File: config.mk
export PLATFORM = sky130hd
export DESIGN_NAME = indexed_min_priority_queue
export DESIGN_NICKNAME = d
export VERILOG_FILES = /design/src/design/imq_pkg.sv /design/src/design/imq_ram.sv /design/src/design/imq_datapath.sv /design/src/design/imq_ctrl.sv /design/src/design/indexed_min_priority_queue.sv
export SDC_FILE = /design/constraint.sdc
export NUM_CORES = 2
export LEC_CHECK = 0
export BUFFER_PORTS_ARGS = -buffer_cell sky130_fd_sc_hd__buf_2
export CAP_MARGIN = 20
export CORE_MARGIN = 2
export CORE_UTILIZATION = 35
export CTS_CLUSTER_SIZE = 40
export DETAILED_ROUTE_END_ITERATION = 16
export PLACE_DENSITY = 0.55
export SETUP_SLACK_MARGIN = 0.2
export SYNTH_ARGS = -nofsm -noshare
export SYNTH_HDL_FRONTEND = slang
export SYNTH_HIERARCHICAL = 1
export SYNTH_SLANG_ARGS = --single-unit
File: constraint.sdc
create_clock -name i_clk -period 11.8 [get_ports i_clk]
set_input_delay 3.54 -clock i_clk [delete_from_list [all_inputs] [get_ports i_clk]]
set_output_delay 3.54 -clock i_clk [all_outputs]
set_load 0.01 [all_outputs]
File: src/design/imq_pkg.sv
// Shared types and constants for the indexed min priority queue.
// No dependencies; used by imq_ctrl, imq_datapath and the top level by scoped names.
`default_nettype none
package imq_pkg;

    localparam int NUM_VALUES = 64;

    localparam logic [1:0] OP_PUSH     = 2'd0;
    localparam logic [1:0] OP_EXTRACT  = 2'd1;
    localparam logic [1:0] OP_DECREASE = 2'd2;

    localparam logic [2:0] ST_OK        = 3'd0;
    localparam logic [2:0] ST_EMPTY     = 3'd1;
    localparam logic [2:0] ST_FULL      = 3'd2;
    localparam logic [2:0] ST_PRESENT   = 3'd3;
    localparam logic [2:0] ST_ABSENT    = 3'd4;
    localparam logic [2:0] ST_NOT_LOWER = 3'd5;

    typedef struct packed {
        logic [1:0]  operation;
        logic [5:0]  item_value;
        logic [31:0] new_priority;
    } t_in;

    typedef struct packed {
        logic [5:0]  out_value;
        logic [31:0] out_priority;
        logic [2:0]  status;
        logic [6:0]  item_count;
    } t_out;

    typedef struct packed {
        logic [5:0]  value;
        logic [31:0] prio;
    } t_entry;

    // Datapath action for one cycle.
    typedef enum logic [3:0] {
        DP_NOP,
        DP_LOAD,
        DP_PUSH,
        DP_EXT_ROOT,
        DP_EXT_LAST,
        DP_DEC_POS,
        DP_UP_RD,
        DP_UP_MOVE,
        DP_PLACE,
        DP_DN_RDL,
        DP_DN_SAVEL,
        DP_DN_MOVE,
        DP_RESP
    } t_act;

    typedef struct packed {
        t_act       act;
        logic [2:0] st;
    } t_cmd;

    typedef struct packed {
        logic [1:0] op;
        logic       full;
        logic       present;
        logic       empty;
        logic       last_one;
        logic       not_lower;
        logic       idx_zero;
        logic       up_swap;
        logic       dn_end;
        logic       dn_swap;
        logic       out_busy;
    } t_flags;

endpackage
`default_nettype wire

File: src/design/imq_ram.sv
// Generic single write port, single read port RAM with registered read.
// No dependencies.
`default_nettype none
module imq_ram #(
    parameter int WIDTH = 8,
    parameter int DEPTH = 64
) (
    input  wire logic                     i_clk,
    input  wire logic                     i_we,
    input  wire logic [$clog2(DEPTH)-1:0] i_waddr,
    input  wire logic [WIDTH-1:0]         i_wdata,
    input  wire logic                     i_re,
    input  wire logic [$clog2(DEPTH)-1:0] i_raddr,
    output logic      [WIDTH-1:0]         o_rdata
);
    logic [WIDTH-1:0] r_mem [DEPTH];

    always_ff @(posedge i_clk) begin
        if (i_we) begin
            r_mem[i_waddr] <= i_wdata;
        end
        if (i_re) begin
            o_rdata <= r_mem[i_raddr];
        end
    end
endmodule
`default_nettype wire

File: src/design/imq_datapath.sv
// Heap datapath: heap and position RAMs, presence bits, count, sift registers.
// Depends on imq_pkg and imq_ram.
`default_nettype none
module imq_datapath #(
    parameter int EFF = 64
) (
    input  wire logic           i_clk,
    input  wire logic           i_rst_n,
    input  wire imq_pkg::t_in   i_in_data,
    input  wire imq_pkg::t_cmd  i_cmd,
    input  wire logic           i_out_ready,
    output imq_pkg::t_flags     o_flags,
    output logic                o_out_valid,
    output imq_pkg::t_out       o_out_data
);
    localparam int IW = $clog2(EFF);
    localparam int CW = $clog2(EFF + 1);

    logic [CW-1:0]               r_cnt;
    logic [imq_pkg::NUM_VALUES-1:0] r_valid;
    logic [IW-1:0]               r_idx;
    imq_pkg::t_entry             r_x;
    logic [1:0]                  r_op;
    imq_pkg::t_entry             r_sav;
    logic [IW-1:0]               r_sav_idx;
    logic                        r_has_r;
    logic [5:0]                  r_ov;
    logic [31:0]                 r_opr;
    logic                        r_out_valid;
    imq_pkg::t_out               r_out;

    logic                        heap_we, heap_re, pos_we, pos_re;
    logic [IW-1:0]               heap_waddr, heap_raddr, pos_wdata;
    imq_pkg::t_entry             heap_wdata, heap_rdata;
    logic [5:0]                  pos_waddr, pos_raddr;
    logic [IW-1:0]               pos_rdata;

    logic [IW+1:0]               lc_ext, rc_ext, cnt_ext;
    logic [IW-1:0]               parent;
    logic                        pick_r;
    imq_pkg::t_entry             cand;
    logic [IW-1:0]               cand_idx;

    assign lc_ext   = {1'b0, r_idx, 1'b1};
    assign rc_ext   = lc_ext + (IW+2)'(1);
    assign cnt_ext  = (IW+2)'(r_cnt);
    assign parent   = (r_idx - IW'(1)) >> 1;
    assign pick_r   = r_has_r && (heap_rdata.prio < r_sav.prio);
    assign cand     = pick_r ? heap_rdata : r_sav;
    assign cand_idx = pick_r ? (r_sav_idx + IW'(1)) : r_sav_idx;

    always_comb begin
        o_flags.op        = r_op;
        o_flags.full      = (r_cnt == CW'(EFF));
        o_flags.present   = r_valid[r_x.value];
        o_flags.empty     = (r_cnt == '0);
        o_flags.last_one  = (r_cnt == CW'(1));
        o_flags.not_lower = (r_x.prio >= heap_rdata.prio);
        o_flags.idx_zero  = (r_idx == '0);
        o_flags.up_swap   = (heap_rdata.prio > r_x.prio);
        o_flags.dn_end    = (lc_ext >= cnt_ext);
        o_flags.dn_swap   = (cand.prio < r_x.prio);
        o_flags.out_busy  = r_out_valid && !i_out_ready;
    end

    always_comb begin
        heap_we    = 1'b0;
        heap_waddr = r_idx;
        heap_wdata = r_x;
        heap_re    = 1'b0;
        heap_raddr = '0;
        pos_we     = 1'b0;
        pos_waddr  = r_x.value;
        pos_wdata  = r_idx;
        pos_re     = 1'b0;
        pos_raddr  = i_in_data.item_value;
        unique case (i_cmd.act)
            imq_pkg::DP_LOAD: begin
                pos_re  = 1'b1;
                heap_re = 1'b1;
            end
            imq_pkg::DP_EXT_ROOT: begin
                heap_re    = 1'b1;
                heap_raddr = IW'(r_cnt - CW'(1));
            end
            imq_pkg::DP_DEC_POS: begin
                heap_re    = 1'b1;
                heap_raddr = pos_rdata;
            end
            imq_pkg::DP_UP_RD: begin
                heap_re    = 1'b1;
                heap_raddr = parent;
            end
            imq_pkg::DP_UP_MOVE: begin
                heap_we    = 1'b1;
                heap_wdata = heap_rdata;
                pos_we     = 1'b1;
                pos_waddr  = heap_rdata.value;
            end
            imq_pkg::DP_PLACE: begin
                heap_we = 1'b1;
                pos_we  = 1'b1;
            end
            imq_pkg::DP_DN_RDL: begin
                heap_re    = 1'b1;
                heap_raddr = lc_ext[IW-1:0];
            end
            imq_pkg::DP_DN_SAVEL: begin
                heap_re    = (rc_ext < cnt_ext);
                heap_raddr = rc_ext[IW-1:0];
            end
            imq_pkg::DP_DN_MOVE: begin
                heap_we    = 1'b1;
                heap_wdata = cand;
                pos_we     = 1'b1;
                pos_waddr  = cand.value;
            end
            default: begin
            end
        endcase
    end

    imq_ram #(.WIDTH($bits(imq_pkg::t_entry)), .DEPTH(EFF)) u_heap (
        .i_clk   (i_clk),
        .i_we    (heap_we),
        .i_waddr (heap_waddr),
        .i_wdata (heap_wdata),
        .i_re    (heap_re),
        .i_raddr (heap_raddr),
        .o_rdata (heap_rdata)
    );

    imq_ram #(.WIDTH(IW), .DEPTH(imq_pkg::NUM_VALUES)) u_pos (
        .i_clk   (i_clk),
        .i_we    (pos_we),
        .i_waddr (pos_waddr),
        .i_wdata (pos_wdata),
        .i_re    (pos_re),
        .i_raddr (pos_raddr),
        .o_rdata (pos_rdata)
    );

    // Control state: count, presence bits, output valid.
    always_ff @(posedge i_clk) begin
        if (!i_rst_n) begin
            r_cnt       <= '0;
            r_valid     <= '0;
            r_out_valid <= 1'b0;
        end else begin
            if (i_cmd.act == imq_pkg::DP_RESP) begin
                r_out_valid <= 1'b1;
            end else if (i_out_ready) begin
                r_out_valid <= 1'b0;
            end
            unique case (i_cmd.act)
                imq_pkg::DP_PUSH: begin
                    r_cnt            <= r_cnt + CW'(1);
                    r_valid[r_x.value] <= 1'b1;
                end
                imq_pkg::DP_EXT_ROOT: begin
                    r_cnt                     <= r_cnt - CW'(1);
                    r_valid[heap_rdata.value] <= 1'b0;
                end
                default: begin
                end
            endcase
        end
    end

    // Payload registers.
    always_ff @(posedge i_clk) begin
        unique case (i_cmd.act)
            imq_pkg::DP_LOAD: begin
                r_op  <= i_in_data.operation;
                r_x   <= {i_in_data.item_value, i_in_data.new_priority};
                r_ov  <= i_in_data.item_value;
                r_opr <= '0;
            end
            imq_pkg::DP_PUSH:     r_idx <= IW'(r_cnt);
            imq_pkg::DP_EXT_ROOT: begin
                r_ov  <= heap_rdata.value;
                r_opr <= heap_rdata.prio;
            end
            imq_pkg::DP_EXT_LAST: begin
                r_x   <= heap_rdata;
                r_idx <= '0;
            end
            imq_pkg::DP_DEC_POS:  r_idx <= pos_rdata;
            imq_pkg::DP_UP_MOVE:  r_idx <= parent;
            imq_pkg::DP_DN_SAVEL: begin
                r_sav     <= heap_rdata;
                r_sav_idx <= lc_ext[IW-1:0];
                r_has_r   <= (rc_ext < cnt_ext);
            end
            imq_pkg::DP_DN_MOVE:  r_idx <= cand_idx;
            imq_pkg::DP_RESP: begin
                r_out.out_value    <= (i_cmd.st == imq_pkg::ST_EMPTY) ? 6'd0 : r_ov;
                r_out.out_priority <= r_opr;
                r_out.status       <= i_cmd.st;
                r_out.item_count   <= 7'(r_cnt);
            end
            default: begin
            end
        endcase
    end

    assign o_out_valid = r_out_valid;
    assign o_out_data  = r_out;
endmodule
`default_nettype wire

File: src/design/imq_ctrl.sv
// Sequencer for the min priority queue: decodes an operation and steps the sift.
// Depends on imq_pkg.
`default_nettype none
module imq_ctrl (
    input  wire logic            i_clk,
    input  wire logic            i_rst_n,
    input  wire logic            i_in_valid,
    input  wire imq_pkg::t_flags i_flags,
    output logic                 o_in_ready,
    output imq_pkg::t_cmd        o_cmd
);
    typedef enum logic [9:0] {
        S_IDLE     = 10'b0000000001,
        S_DECODE   = 10'b0000000010,
        S_EXT_LAST = 10'b0000000100,
        S_DEC_CMP  = 10'b0000001000,
        S_UP       = 10'b0000010000,
        S_UP_CMP   = 10'b0000100000,
        S_DN       = 10'b0001000000,
        S_DN_L     = 10'b0010000000,
        S_DN_CMP   = 10'b0100000000,
        S_RESP     = 10'b1000000000
    } t_state;

    t_state     r_state, n_state;
    logic [2:0] r_st, n_st;

    always_comb begin
        n_state   = r_state;
        n_st      = r_st;
        o_cmd.act = imq_pkg::DP_NOP;
        o_cmd.st  = r_st;
        unique case (r_state)
            S_IDLE: begin
                if (i_in_valid) begin
                    o_cmd.act = imq_pkg::DP_LOAD;
                    n_st      = imq_pkg::ST_OK;
                    n_state   = S_DECODE;
                end
            end
            S_DECODE: begin
                n_state = S_RESP;
                unique case (i_flags.op)
                    imq_pkg::OP_PUSH: begin
                        if (i_flags.full) begin
                            n_st = imq_pkg::ST_FULL;
                        end else if (i_flags.present) begin
                            n_st = imq_pkg::ST_PRESENT;
                        end else begin
                            o_cmd.act = imq_pkg::DP_PUSH;
                            n_state   = S_UP;
                        end
                    end
                    imq_pkg::OP_EXTRACT: begin
                        if (i_flags.empty) begin
                            n_st = imq_pkg::ST_EMPTY;
                        end else begin
                            o_cmd.act = imq_pkg::DP_EXT_ROOT;
                            if (!i_flags.last_one) begin
                                n_state = S_EXT_LAST;
                            end
                        end
                    end
                    imq_pkg::OP_DECREASE: begin
                        if (!i_flags.present) begin
                            n_st = imq_pkg::ST_ABSENT;
                        end else begin
                            o_cmd.act = imq_pkg::DP_DEC_POS;
                            n_state   = S_DEC_CMP;
                        end
                    end
                    default: begin
                    end
                endcase
            end
            S_EXT_LAST: begin
                o_cmd.act = imq_pkg::DP_EXT_LAST;
                n_state   = S_DN;
            end
            S_DEC_CMP: begin
                if (i_flags.not_lower) begin
                    n_st    = imq_pkg::ST_NOT_LOWER;
                    n_state = S_RESP;
                end else begin
                    n_state = S_UP;
                end
            end
            S_UP: begin
                if (i_flags.idx_zero) begin
                    o_cmd.act = imq_pkg::DP_PLACE;
                    n_state   = S_RESP;
                end else begin
                    o_cmd.act = imq_pkg::DP_UP_RD;
                    n_state   = S_UP_CMP;
                end
            end
            S_UP_CMP: begin
                if (i_flags.up_swap) begin
                    o_cmd.act = imq_pkg::DP_UP_MOVE;
                    n_state   = S_UP;
                end else begin
                    o_cmd.act = imq_pkg::DP_PLACE;
                    n_state   = S_RESP;
                end
            end
            S_DN: begin
                if (i_flags.dn_end) begin
                    o_cmd.act = imq_pkg::DP_PLACE;
                    n_state   = S_RESP;
                end else begin
                    o_cmd.act = imq_pkg::DP_DN_RDL;
                    n_state   = S_DN_L;
                end
            end
            S_DN_L: begin
                o_cmd.act = imq_pkg::DP_DN_SAVEL;
                n_state   = S_DN_CMP;
            end
            S_DN_CMP: begin
                if (i_flags.dn_swap) begin
                    o_cmd.act = imq_pkg::DP_DN_MOVE;
                    n_state   = S_DN;
                end else begin
                    o_cmd.act = imq_pkg::DP_PLACE;
                    n_state   = S_RESP;
                end
            end
            S_RESP: begin
                if (!i_flags.out_busy) begin
                    o_cmd.act = imq_pkg::DP_RESP;
                    n_state   = S_IDLE;
                end
            end
            default: begin
                n_state = S_IDLE;
            end
        endcase
    end

    always_ff @(posedge i_clk) begin
        if (!i_rst_n) begin
            r_state <= S_IDLE;
            r_st    <= imq_pkg::ST_OK;
        end else begin
            r_state <= n_state;
            r_st    <= n_st;
        end
    end

    assign o_in_ready = (r_state == S_IDLE);
endmodule
`default_nettype wire

File: src/design/indexed_min_priority_queue.sv
// Top level of the indexed min priority queue: sequencer plus heap datapath.
// Depends on imq_pkg, imq_ctrl, imq_datapath (and imq_ram through it).
//
// Usage:
//   Input channel (i_in_valid / o_in_ready / i_in_data) carries one operation
//   beat: push, extract minimum or decrease priority, with value and priority.
//   Output channel (o_out_valid / i_out_ready / o_out_data) returns exactly one
//   beat per operation: value, priority, status code and entry count after it.
//   Capacity is min(CAPACITY, 64), since only 64 distinct values exist.
//   Timing: an operation holds the block from its accepting cycle until the
//   edge that raises o_out_valid and returns to idle. After load and decode,
//   a push or decrease walks sift-up (read the parent, compare, move) and an
//   extract walks sift-down (read the left child, then the right, since both
//   share the single heap read port, then compare and move); a walk ends
//   with a placement step before the response.
//   Throughput is one operation at a time; o_in_ready is high only in idle.
//   A finished beat sits in the output register, so the next operation is
//   taken while it waits; if the receiver stalls, the following operation
//   holds at its end until the register frees, then the queue drains.
//   Reset (synchronous, active low) empties the queue and marks every value
//   absent at once; no clearing pass is needed.
`default_nettype none
module indexed_min_priority_queue #(
    parameter int CAPACITY = 64
) (
    input  wire logic          i_clk,
    input  wire logic          i_rst_n,
    input  wire logic          i_in_valid,
    output logic               o_in_ready,
    input  wire imq_pkg::t_in  i_in_data,
    output logic               o_out_valid,
    input  wire logic          i_out_ready,
    output imq_pkg::t_out      o_out_data
);
    // Clamp the heap depth to the number of distinct values.
    localparam int EFF = (CAPACITY > imq_pkg::NUM_VALUES) ? imq_pkg::NUM_VALUES : CAPACITY;

    imq_pkg::t_cmd   cmd;
    imq_pkg::t_flags flags;

    imq_ctrl u_ctrl (
        .i_clk      (i_clk),
        .i_rst_n    (i_rst_n),
        .i_in_valid (i_in_valid),
        .i_flags    (flags),
        .o_in_ready (o_in_ready),
        .o_cmd      (cmd)
    );

    imq_datapath #(.EFF(EFF)) u_dp (
        .i_clk       (i_clk),
        .i_rst_n     (i_rst_n),
        .i_in_data   (i_in_data),
        .i_cmd       (cmd),
        .i_out_ready (i_out_ready),
        .o_flags     (flags),
        .o_out_valid (o_out_valid),
        .o_out_data  (o_out_data)
    );
endmodule
`default_nettype wire

# Word-level counts from Yosys, hierarchy flattened

Memories as Yosys holds them, arrays and structs flattened. A register that Yosys moved wholly into a read port is not among the register bits.
Index checks and enable logic that the tools add are counted.

Register bits: 261
RAM bits: 2,816
Bits of input ports: 44
Output and inout port bits: 50
Word-level logic and storage cells: 149
Memories: 2

Memories:

| memory            | words | width | rd ports | clocked after memory_dff | write ports | RTL line      | source |
|---|---|---|---|---|---|---|---|
| u_dp.u_heap.r_mem | 64    | 38    | 1        | 1                        | 1           | imq_ram.sv:16 | `logic [WIDTH-1:0] r_mem [DEPTH];` |
| u_dp.u_pos.r_mem  | 64    | 6     | 1        | 1                        | 1           | imq_ram.sv:16 |  |

Add/sub/neg operators: 5
Order comparisons: 10
Equality and inequality tests: 34
Mux-type cells: 58
Bitwise gates (word level): 3
Reductions and logical operators: 18

Operators with widths:

| operator                                                                      | count |
|---|---|
| 38-bit case mux with 2 select lines                                           | 2 |
| 64-bit case mux with 2 select lines                                           | 1 |
| 10-bit two-way mux                                                            | 12 |
| 10-bit case mux with 10 select lines                                          | 1 |
| 64-bit bitwise AND                                                            | 1 |
| 32-bit less-than comparator                                                   | 2 |
| 64-bit inverter                                                               | 1 |
| 64-bit bitwise OR                                                             | 1 |
| 32-bit case mux with 2 select lines                                           | 1 |
| 6-bit case mux with 5 select lines                                            | 2 |
| 38-bit two-way mux                                                            | 1 |
| 4-bit case mux with 9 select lines                                            | 1 |
| 32-bit >= comparator                                                          | 1 |
| 32-bit > comparator                                                           | 1 |
| 10-bit case mux with 3 select lines                                           | 1 |
| 6-bit case mux with 2 select lines                                            | 2 |
| 3-bit two-way mux                                                             | 7 |
| 4-bit equality test (second input constant)                                   | 5 |
| 3-bit case mux with 3 select lines                                            | 2 |
| 4-bit by 3-bit equality test with 1-bit output (second input constant)        | 4 |
| 4-bit two-way mux                                                             | 4 |
| 6-bit by 7-bit less-than comparator with 1-bit output (second input constant) | 2 |
| 7-bit case mux with 2 select lines                                            | 1 |
| 1-bit demux with 6-bit select                                                 | 2 |
| 46 further kinds                                                              | 70 |

# Logic depth before layout (Yosys ltp)

Word-level depth: 11
Depth in mapped cells: 37
Mapped depth without buffers: 31

# Modules after synthesis

The synthesis kept the hierarchy.

Modules (own cells, without submodules):

| module                | instances | cells an instance | area each (µm²) | sequential area each (µm²) |
|---|---|---|---|---|
| imq_ram (u_dp.u_heap) | 1         | 3,989             | 93,320.8        | 74,171.1 |
| imq_ram (u_dp.u_pos)  | 1         | 720               | 15,285.9        | 11,711.2 |
| imq_datapath          | 1         | 1,386             | 14,192.4        | 6,726.5 |
| imq_ctrl              | 1         | 146               | 1,153.6         | 260.2 |

# Worst setup path after synthesis

Ideal clock, no wire load.

Path kind: register to register
Start point: register u_dp.u_heap.o_rdata[10], read port of u_dp.u_heap.r_mem
End point: register u_dp.u_heap.o_rdata[28], read port of u_dp.u_heap.r_mem, data pin
Library setup time: 256 ps
Arrival time: 8,647 ps
Required time: 11,544 ps
Path slack: 2,896 ps
Cell stages (with the launch flop): 36
Path buffers: 6
Period minus slack after synthesis: 8,904 ps
Cell sequence: edfxtp_1 ha_1 a21oi_1 a21boi_0 nor4b_1 a31oi_4 nor3_2 buf_2 clkbuf_1 nand2_1 o21ai_0 ha_1 a211oi_1 o21bai_1 a211oi_1 o21a_1 o211a_1 nand3_1 o21ai_0 nand2_1 mux2_2 nor4_1 a211o_1 clkbuf_1 nand2b_1 nor2_1 a21oi_1 o211ai_1 buf_2 buf_2 clkbuf_1 mux4_2 o22ai_1 nor2_1 a21oi_1 nor2_1

RTL lines:

| element     | RTL line      | source |
|---|---|---|
| from (decl) | imq_ram.sv:14 | `output logic [WIDTH-1:0] o_rdata` |

==> flow_summary.ini <==
[status]
status = finished clean

[flow_run]
drv_cap = 0

[critical_path]
worstPathRequired_ns = 12.38
critical-path-max-stage-delay_ns = 0.87
rrSetupSlack_ns = 1.02
worstReg2RegEnd = u_dp/u_heap/o_rdata[19]$_DFFE_PP_
cpMostUsedCell = buf_4
startpoint = u_dp/u_heap/o_rdata[11]$_DFFE_PP_
critPathBufInv = 5
crit_family = compound AO/OA/AOI/OAI gates
r2r_start = u_dp/u_heap/o_rdata[11]$_DFFE_PP_
worstSetupPathDepth = 30
endpoint_kind = flip-flop
start_kind = flip-flop
crit_path_top_delay_cell = edfxtp_1
path_class = reg2reg
cp-endpoint = u_dp/u_heap/o_rdata[19]$_DFFE_PP_
ff2ff_path_depth = 30
arrival_ns = 11.36
path_max_fanout = 33

[global_routing]
grt_pass1_wl_mm = 483
overflow = 0
grt_antenna_before_repair = 16
grt_max_degree = 87
grt_pass1_vias = 64400
grt_use_total_pct = 18.6

[detailed_routing]
drc = 0
wl_per_cell_um = 29.4
totalWireLength_mm = 340
dr.pass1.iters = 8
num_vias = 64500
vias_per_cell = 5.59
ant_nets = 0
initialDrtViolationCount = 7228

[synth]
postSynthNetCount = 6403
ys.flop_type = edfxtp_1
ys_ff_latch = 3121
synth_largest_area_cell = edfxtp_1
synthDistinctLibCells = 85
postSynthAreaPerCell_um2 = 19.9
async_reset_ff_share_pct = 0
synth_edf_count = 3036
seq_area_frac_synth_pct = 74.9
synth_most_common_cell = edfxtp_1
synthTopCellsByArea = edfxtp_1 74%, mux4_2 13%, dfxtp_1 1.4%
synth_area_um2 = 124000
syn_inst = 6241
synthTopCellsByCount = 3036 x edfxtp_1, 702 x mux4_2, 258 x nor2_1, 251 x nand2_1, 165 x clkbuf_1
synth_top_area_share_pct = 73.6
yosys_warnings = 6

[cells_and_area]
nets = 6719
drive_above_1_share_pct = 25.1
final_core_util_pct = 40.2
areaGrowthSynthToFinish_pct = 14.2

[timing]
grt_setup_unrepaired = no
finalCriticalPeriod_ns = 10.78
worstMarginPinSlew_ns = 1.15
skew_ns = 0.0605
drv_slew = 0
hold_viol = 0
fin_crit_sh_pct = 91.3
timing.setup.tns_ns = 0
setup_violations = 0
fmax_mhz = 92.8
relSlewSlack_pct = 23.4

[pwr]
leakage_uw = 0.0434
ir_drop_mv = 0.126
powerDensity_nw_per_um2 = 164

[die]
core_um2 = 353000
num_io_pins = 94
start_util_pct = 35.1
dieHeight_um = 599
die-area_um2 = 359000
fp.dieW_um = 599
row_count = 218

[clocking]
ctsHtreeMaxLevel = 5
cts_sinks = 3121
cts_buffers = 326
clk_path_buf_depth = 4
cts_root_buffer = clkbuf_16
clk_pin_slew_ns = 0.06
cts_tree = yes
clk_latency_ns = 0.89

[place]
dp_hpwl_mm = 203
gp_congestion = 0.845
port_buffers = 93

[worst_hold_path]
hp-class = reg2reg
[placed cells by master (no fill, tap or decap), types with 92 or more instances in the layout]
master	count
ha_1	118
buf_2	92
nand2_1	251
clkbuf_16	332
buf_4	210
o22ai_1	113
o21ai_0	144
a21oi_1	135
a22oi_1	150
nor2_1	191
edfxtp_1	3036
mux4_2	702
[worst min path at each step]
stage	startpoint	to	slack (ns)	cells after the start
2_1_floorplan	u_dp/r_opr[0]$_SDFFCE_PN0P_	u_dp/o_out_data[10]$_DFFE_PP_	0.40	0
3_3_place_gp	u_dp/r_opr[30]$_SDFFCE_PN0P_	u_dp/o_out_data[40]$_DFFE_PP_	0.40	0
3_5_place_dp	u_dp/r_opr[8]$_SDFFCE_PN0P_	u_dp/o_out_data[18]$_DFFE_PP_	0.40	0
4_1_cts	u_dp/r_opr[30]$_SDFFCE_PN0P_	u_dp/o_out_data[40]$_DFFE_PP_	0.38	0
5_1_grt	u_dp/r_opr[30]$_SDFFCE_PN0P_	u_dp/o_out_data[40]$_DFFE_PP_	0.39	0
6_report	u_dp/r_opr[30]$_SDFFCE_PN0P_	u_dp/o_out_data[40]$_DFFE_PP_	0.38	0
[area by class of cell]
cell class,count,area (µm²)
antenna,11,27.5
clock buffer,391,8550
timing repair buffer,326,2490
multi-input combinational,2698,29700
sequential,3121,92900
tap,4730,5920
clock inverter,182,1740
fill,31200,211000
inverter,84,315
[registers in the layout (all words and copies together), names as in the netlist, 10 cells and up]
register / cells
u_dp/r_sav: 38
u_dp/r_valid: 64
u_ctrl/r_state: 10
u_dp/u_heap/r_mem: 2432
u_dp/o_out_data: 48
u_dp/r_x: 38
u_dp/u_pos/r_mem: 384
u_dp/u_heap/o_rdata: 38
u_dp/r_opr: 32
[repair_timing]
action,in CTS,in global routing
hold endpoints to repair,0,0
setup endpoints to repair,0,5
setup buffers,0,0
hold buffers,0,0
resized for setup,0,4
[routing by layer]
| metal | track usage, % | wire [µm] | up-vias |
|---|---|---|---|
| li1 | - | - | 26500 |
| met2 | 29.7 | 161000 | 2544 |
| met3 | 3.07 | 24000 | 494 |
| met4 | 4.76 | 8590 | 0 |
| met1 | 26.5 | 146000 | 34900 |
| met5 | 0.281 | 0 | - |
[worst reg2reg max path: cells and delay by family, from the launching register on]
family	cells	cell delay [ns]
muxes	3	1.28
buffers and inverters	5	1.94
AOI/OAI and AO/OA	12	3.48
DFF	1	0.87
adders and majority gates	2	0.66
and+or+nand+nor	8	2.27
[report_power, final]
group	internal (µW)	leakage [µW]	switching, µW
clock network	5800	0.00504	4260
registers	12300	0.0280	40.4
logic	209	0.0104	579
[stage by stage]
stage	instances	instance area, µm²	setup slack, ns	power [µW]	hold WS [ns]
after CTS	11500	141000	0.548	23400	0.376
final	11500	142000	1.02	23200	0.376
after detailed placement	11000	131000	0.604	13300	0.405
after global placement	10900	131000	0.330	13300	0.404
after global routing	11500	142000	0.258	23800	0.385
after floorplan	6241	124000	2.90	13000	0.400
[cell families (layout without fill, tap and decap cells)]
group	after synthesis	count (layout)	share of synthesized area, %
compound gates	795	795	4.30
flops	3121	3121	74.9
buf+inv	423	983	1.67
other cells	0	11	0
simple gates	884	885	3.43
fa+ha+maj	118	118	1.19
mux	878	878	14.3
xor+xnor	22	22	0.155
(Power assumes the default switching activity.)
